## src/rtl/asfft_pkg.sv

```systemverilog
// ----------------------------------------------------------------------------
// asfft_pkg
// Shared types, constants and twiddle tables of the 32-point spectrum core.
// ----------------------------------------------------------------------------
package asfft_pkg;

  localparam int POINTS      = 32;
  localparam int ADDR_W      = 5;
  localparam int SAMPLE_W    = 16;
  localparam int STORE_W     = 20;
  localparam int MAG_W       = 16;
  localparam int TW_W        = 30;
  localparam int PROD_W      = 55;
  localparam int POWER_W     = 40;

  typedef logic [ADDR_W-1:0] addr_t;
  typedef logic signed [STORE_W-1:0] store_t;

  // Commands from the controller to the datapath.
  typedef struct packed {
    logic  load;
    addr_t load_addr;
    addr_t rd_a;
    addr_t rd_b;
    logic  mul;
    logic  [3:0] tw_idx;
    logic  bfly;
    addr_t wr_a;
    addr_t wr_b;
    logic  root_start;
    logic  peak_clr;
    logic  peak_upd;
    logic  mag_wr;
    addr_t mag_addr;
  } ctl_t;

  typedef struct packed {
    logic root_done;
  } sts_t;

  function automatic logic signed [TW_W-1:0] sin_q28(input logic [3:0] p);
    case (p)
      4'd0:    sin_q28 = 30'sd0;
      4'd1:    sin_q28 = 30'sd52369073;
      4'd2:    sin_q28 = 30'sd102725686;
      4'd3:    sin_q28 = 30'sd149134686;
      4'd4:    sin_q28 = 30'sd189812590;
      4'd5:    sin_q28 = 30'sd223196029;
      4'd6:    sin_q28 = 30'sd248002149;
      4'd7:    sin_q28 = 30'sd263277469;
      4'd8:    sin_q28 = 30'sd268435456;
      4'd9:    sin_q28 = 30'sd263277469;
      4'd10:   sin_q28 = 30'sd248002149;
      4'd11:   sin_q28 = 30'sd223196029;
      4'd12:   sin_q28 = 30'sd189812590;
      4'd13:   sin_q28 = 30'sd149134686;
      4'd14:   sin_q28 = 30'sd102725686;
      default: sin_q28 = 30'sd52369073;
    endcase
  endfunction

  function automatic logic signed [TW_W-1:0] cos_q28(input logic [3:0] p);
    case (p)
      4'd0:    cos_q28 = 30'sd268435456;
      4'd1:    cos_q28 = 30'sd263277469;
      4'd2:    cos_q28 = 30'sd248002149;
      4'd3:    cos_q28 = 30'sd223196029;
      4'd4:    cos_q28 = 30'sd189812590;
      4'd5:    cos_q28 = 30'sd149134686;
      4'd6:    cos_q28 = 30'sd102725686;
      4'd7:    cos_q28 = 30'sd52369073;
      4'd8:    cos_q28 = 30'sd0;
      4'd9:    cos_q28 = -30'sd52369072;
      4'd10:   cos_q28 = -30'sd102725685;
      4'd11:   cos_q28 = -30'sd149134685;
      4'd12:   cos_q28 = -30'sd189812589;
      4'd13:   cos_q28 = -30'sd223196028;
      4'd14:   cos_q28 = -30'sd248002148;
      default: cos_q28 = -30'sd263277468;
    endcase
  endfunction

  function automatic addr_t rev5(input addr_t i);
    rev5 = {i[0], i[1], i[2], i[3], i[4]};
  endfunction

endpackage

```

## src/rtl/asfft_ctrl.sv

```systemverilog
// ----------------------------------------------------------------------------
// asfft_ctrl
// Controller: sample loading, butterfly scheduling, root sequencing and
// result emission.
// ----------------------------------------------------------------------------
module asfft_ctrl (
  input  logic             clk,
  input  logic             rst_n,
  input  logic             start,
  output logic             busy,
  input  asfft_pkg::sts_t  sts,
  output asfft_pkg::ctl_t  ctl,
  output logic             out_valid,
  output logic [asfft_pkg::ADDR_W-1:0] out_bin,
  output logic             out_last
);

  localparam logic [2:0] S_LOAD = 3'd0;
  localparam logic [2:0] S_BRD  = 3'd1;
  localparam logic [2:0] S_BMUL = 3'd2;
  localparam logic [2:0] S_BWR  = 3'd3;
  localparam logic [2:0] S_BFL  = 3'd4;
  localparam logic [2:0] S_RRD  = 3'd5;
  localparam logic [2:0] S_RWT  = 3'd6;
  localparam logic [2:0] S_EMIT = 3'd7;

  logic [2:0] state_r, state_nxt;
  logic [4:0] fill_r;
  logic [2:0] lvl_r;
  logic [3:0] bf_r;
  logic [4:0] idx_r;
  logic       emit_v_r;
  logic [4:0] emit_bin_r;

  // Butterfly bf in level L (0..4): group j = bf mod 2^L, block = bf >> L.
  logic [4:0] half, jj, kk, ka, kb;
  logic [3:0] tw;
  assign half = 5'd1 << lvl_r;
  assign jj   = {1'b0, bf_r} & (half - 5'd1);
  assign kk   = (({1'b0, bf_r} >> lvl_r) << (lvl_r + 3'd1));
  assign ka   = kk | jj;
  assign kb   = ka | half;
  assign tw   = 4'(jj << (3'd4 - lvl_r));

  always_comb begin
    ctl            = '0;
    ctl.load_addr  = asfft_pkg::rev5(fill_r);
    ctl.rd_a       = ka;
    ctl.rd_b       = kb;
    ctl.tw_idx     = tw;
    ctl.wr_a       = ka;
    ctl.wr_b       = kb;
    ctl.mag_addr   = idx_r;
    state_nxt      = state_r;
    case (state_r)
      S_LOAD: begin
        if (start) begin
          ctl.load = 1'b1;
          if (fill_r == 5'd31) begin
            state_nxt = S_BRD;
          end
        end
      end
      S_BRD: begin
        state_nxt = S_BMUL;
      end
      S_BMUL: begin
        ctl.mul   = 1'b1;
        state_nxt = S_BWR;
      end
      S_BWR: begin
        ctl.bfly  = 1'b1;
        state_nxt = S_BFL;
      end
      S_BFL: begin
        if (bf_r == 4'd15 && lvl_r == 3'd4) begin
          state_nxt    = S_RRD;
          ctl.peak_clr = 1'b1;
        end else begin
          state_nxt = S_BRD;
        end
      end
      S_RRD: begin
        ctl.rd_a       = idx_r;
        ctl.root_start = 1'b1;
        state_nxt      = S_RWT;
      end
      S_RWT: begin
        if (sts.root_done) begin
          ctl.mag_wr   = 1'b1;
          ctl.peak_upd = 1'b1;
          state_nxt    = (idx_r == 5'd31) ? S_EMIT : S_RRD;
        end
      end
      S_EMIT: begin
        if (idx_r == 5'd31) begin
          state_nxt = S_LOAD;
        end
      end
      default: state_nxt = S_LOAD;
    endcase
  end

  always_ff @(posedge clk) begin
    if (!rst_n) begin
      state_r  <= S_LOAD;
      fill_r   <= '0;
      lvl_r    <= '0;
      bf_r     <= '0;
      idx_r    <= '0;
      emit_v_r <= 1'b0;
    end else begin
      state_r  <= state_nxt;
      emit_v_r <= (state_r == S_EMIT);
      if (ctl.load) begin
        fill_r <= fill_r + 5'd1;
      end
      if (state_r == S_BFL) begin
        bf_r <= bf_r + 4'd1;
        if (bf_r == 4'd15) begin
          lvl_r <= (lvl_r == 3'd4) ? 3'd0 : lvl_r + 3'd1;
        end
      end
      if ((state_r == S_RWT && sts.root_done) || state_r == S_EMIT) begin
        idx_r <= idx_r + 5'd1;
      end
    end
    emit_bin_r <= idx_r;
  end

  assign busy      = (state_r != S_LOAD);
  assign out_valid = emit_v_r;
  assign out_bin   = emit_bin_r;
  assign out_last  = emit_v_r && (emit_bin_r == 5'd31);

`ifndef SYNTHESIS
  a_load_only_idle: assert property (@(posedge clk) disable iff (!rst_n)
    ctl.load |-> state_r == S_LOAD) else $error("load outside idle");
  a_bfly_after_mul: assert property (@(posedge clk) disable iff (!rst_n)
    ctl.bfly |-> $past(ctl.mul)) else $error("butterfly without products");
  a_last_single: assert property (@(posedge clk) disable iff (!rst_n)
    out_last |-> out_valid) else $error("last without strobe");
`endif

endmodule

```

## config.mk

```make
export PLATFORM = sky130hd
export DESIGN_NAME = asfft_ctrl
export DESIGN_NICKNAME = d
export VERILOG_FILES = /design/src/rtl/asfft_pkg.sv /design/src/rtl/asfft_ctrl.sv
export SDC_FILE = /design/constraint.sdc
export NUM_CORES = 1
export LEC_CHECK = 0
export BUFFER_PORTS_ARGS = -buffer_cell sky130_fd_sc_hd__buf_2
export CAP_MARGIN = 0
export CORE_MARGIN = 2
export CORE_UTILIZATION = 35
export DETAILED_ROUTE_END_ITERATION = 6
export GPL_ROUTABILITY_DRIVEN = 1
export PLACE_DENSITY = 0.57
export SETUP_SLACK_MARGIN = 0.3
export SLEW_MARGIN = 40
export SYNTH_ARGS = -nofsm -noshare
export SYNTH_HDL_FRONTEND = slang
export SYNTH_SLANG_ARGS = --single-unit
export TNS_END_PERCENT = 5
```

## constraint.sdc

```tcl
create_clock -name clk -period 3.19 [get_ports clk]
set_input_delay 0.1595 -clock clk [delete_from_list [all_inputs] [get_ports clk]]
set_output_delay 0.1595 -clock clk [all_outputs]
set_load 0.02 [all_outputs]
```

==> flow_summary.toml <==
[placed_design]
port_buffers = 52
place_inst = 282
dp_hpwl_um = 2710
dp_slack_ns = 0.726
gp_congestion = 0.830

[critical_path]
cp_slowest_cell = "dfxtp_1"
crit_type = "reg -> out"
startpoint_type = "flop"
r2r-start = "lvl_r[1]"
crit_fanout = 12
ff2ff_path_depth = 5
cp.required_ns = 3.03
critPathArrivalTime_ns = 2.52
endpoint_kind = "primary output"
r2r-end = "lvl_r[1]"
slowest_delay_ns = 0.61
reg2reg_slack_ns = 1.28
worstPathCellList = "inv_1 > ha_1 > nand2b_1 > mux2i_1 > a32o_1 > or2_2 > buf_2"

[clocking]
worst_skew_pair.late_latency_ns = 0.27
cts_root_buffer = "clkbuf_8"
cts-resized-gates = 0
htreeDepth = 1
cts_buffers = 3
path_clk_slew_ns = 0.09
cts_setup_buffers = 0
clock-sinks = 26
cts_tree = "built"
postCtsHoldBufs = 0
clock_path_buffers = 2

[die]
std_cell_rows = 25
core_area_um2 = 4660
io_pins = 53
die_w_um = 73.0
dieArea_um2 = 5330
die_h_um = 73.0
initial_utilization_pct = 35.8

[synth]
yosysTopAreaCell = "dfxtp_1"
yosys-top-cells-area = "dfxtp_1 (31%), ha_1 (9.0%), nor2_1 (5.6%), xor2_1 (4.7%), mux2i_1 (4.2%)"
synth_cell_types = 46
netlist.area_leader.share_pct = 31.2
ys_seq_area_share_pct = 31.2
synth_edf_count = 0
ys_seq_elements = 26
synth_cells = 193
syn_nets = 209
synthArstFlopShare_pct = 0
syn-cell-area_um2 = 1670
ys_warn_count = 0
synth_area_per_cell_um2 = 8.64
yosys_most_used_dff = "dfxtp_1"

[sta]
rsz0062_at_grt = "no"
relSlewSlack_pct = 57.1
hold_viol = 0
tightest_slew_ns = 0.642
fin_crit_sh_pct = 83.9
worst_slack_ns = 0.513
finClkSkew_ns = 0.00273
tns_ns = 0
post-route-min-period_ns = 2.68
max_freq_mhz = 374
slew_violations = 0
final-setup-viol-count = 0

[final_layout]
multi_input_area_um2 = 1020
final_common_cell = "buf_2"
n_fill_cell = 476
synthToLayoutAreaGrowth_pct = 17.3
final-seq-area_um2 = 522
most-common-layout-cells = "buf_2 (52), nor2_1 (25), dfxtp_1 (25), nand2_1 (15), ha_1 (12)"
final_cells = 286
drive_gt1_share_pct = 29.7
antenna_cells = 0
nets = 249

[global_route]
grt_max_degree = 21
grt-ovfl-total = 0
track_usage_pct = 13.2
grt_pass1_wl_um = 5600
grt_pass1_vias = 1155
antenna_found_initial = 0

[power_and_ir_drop]
ir_drop_mv = 0.157
switchingPower_w = 0.000337
p_clk_share_pct = 23.2
pwr_density_cell_nw_per_um2 = 472
intPower_w = 0.000586
leakagePower_nw = 0.980
seq_power_share_pct = 45.8
comb_power_share_pct = 31.0
switching_share_pct = 36.5

[detailed_routing]
vias_per_cell = 5.03
num_vias = 1438
drc_errors = 0
drt_iter0_markers = 95
wl_per_cell_um = 12.3
postRouteAntennaNets = 0
drtPass1Iterations = 6
routed_wirelength_um = 3500

[min_path]
whs_path_depth = 2
hold_end = "state_r[2]"
hold_start = "rst_n"
hold_class = "in -> reg"

[outcome]
status = "finished clean"

[job]
cap_violations = 0
-- kinds of logic after synthesis --
logic type / count (synthesis) / share of synthesized area [%]
AND/OR/NAND/NOR: 73 / 23.9
AO/OA/AOI/OAI: 32 / 13.7
multiplexers: 13 / 8.26
flip-flops: 26 / 31.2
XOR/XNOR: 12 / 6.31
buffers and inverters: 25 / 7.51
adder cells (fa/ha/maj): 12 / 9.01
-- worst max-delay path, delay by kind of cell (launching register included) --
kind / cells / cell delay [ns]
multiplexers: 1 / 0.09
AO/OA/AOI/OAI: 1 / 0.25
AND/OR/NAND/NOR: 2 / 0.53
buffers and inverters: 2 / 0.28
adder cells (fa/ha/maj): 1 / 0.47
flip-flops: 1 / 0.61
-- power by group through the flow --
stage	sequential, W	clock (W)	combinational (W)
finish	0.000423	0.000214	0.000287
global route	0.000433	0.000238	0.000315
global placement	0.000431	0	0.000292
detailed placement	0.000430	0	0.000290
floorplan	0.000402	0	0.000252
CTS	0.000422	0.000220	0.000290
-- synth_stat cells, types with 2 or more instances --
library cell and instances:
a21oi_1 5, a31oi_1 2, a32o_1 2, and3_1 3, buf_2 7, buf_4 6
clkbuf_1 4, dfxtp_1 26, ha_1 12, inv_1 8, mux2_2 6, mux2i_1 7
nand2_1 15, nand2b_1 5, nand4_1 5, nor2_1 25, nor2b_1 2, o21ai_0 4
o22a_1 2, o22ai_1 3, o31ai_1 4, or2_2 3, or3_1 4, xnor2_1 3
xor2_1 9
-- final cells by class --
cell class | instances | area share [%]
clock buffers | 4 | 2.82
inverters | 8 | 1.54
multi-input cells | 142 | 52.2
flip-flops and latches | 26 | 26.7
well taps | 54 | 3.45
repair buffers | 52 | 13.3
-- state kept, by name (all words and copies together) (netlist names) --
register / count
fill_r: 5
idx_r: 5
out_bin: 5
bf_r: 4
lvl_r: 3
state_r: 3
out_valid: 1
-- metal layers --
metal	vias up	GRT usage [%]	part of all wire [%]
li1	749	-	-
met1	664	17.6	47
met2	23	21.6	49
met3	2	2.76	2.6
met4	0	3.09	0.68
met5	-	0	0
-- per-stage QoR --
step                      power [W]  hold slack, ns  area, um2  util (%)
after floorplan            0.000654           0.291       1670         -
after global placement     0.000723           0.398       1900      40.8
after detailed placement   0.000719           0.399       1900      40.8
after CTS                  0.000933           0.124       1950      41.9
after global routing       0.000986           0.111       1960      42.0
final                      0.000924           0.130       1960      42.0
-- worst max-delay path by stage --
stage,startpoint,endpoint,depth (start not counted)
global route,lvl_r[1],ctl[29],7
floorplan,lvl_r[0],ctl[32],8
CTS,lvl_r[0],ctl[32],7
detailed placement,lvl_r[0],ctl[32],7
global placement,lvl_r[0],ctl[29],7
finish,lvl_r[1],ctl[13],7
No activity file was read; power rests on OpenSTA's default activity.
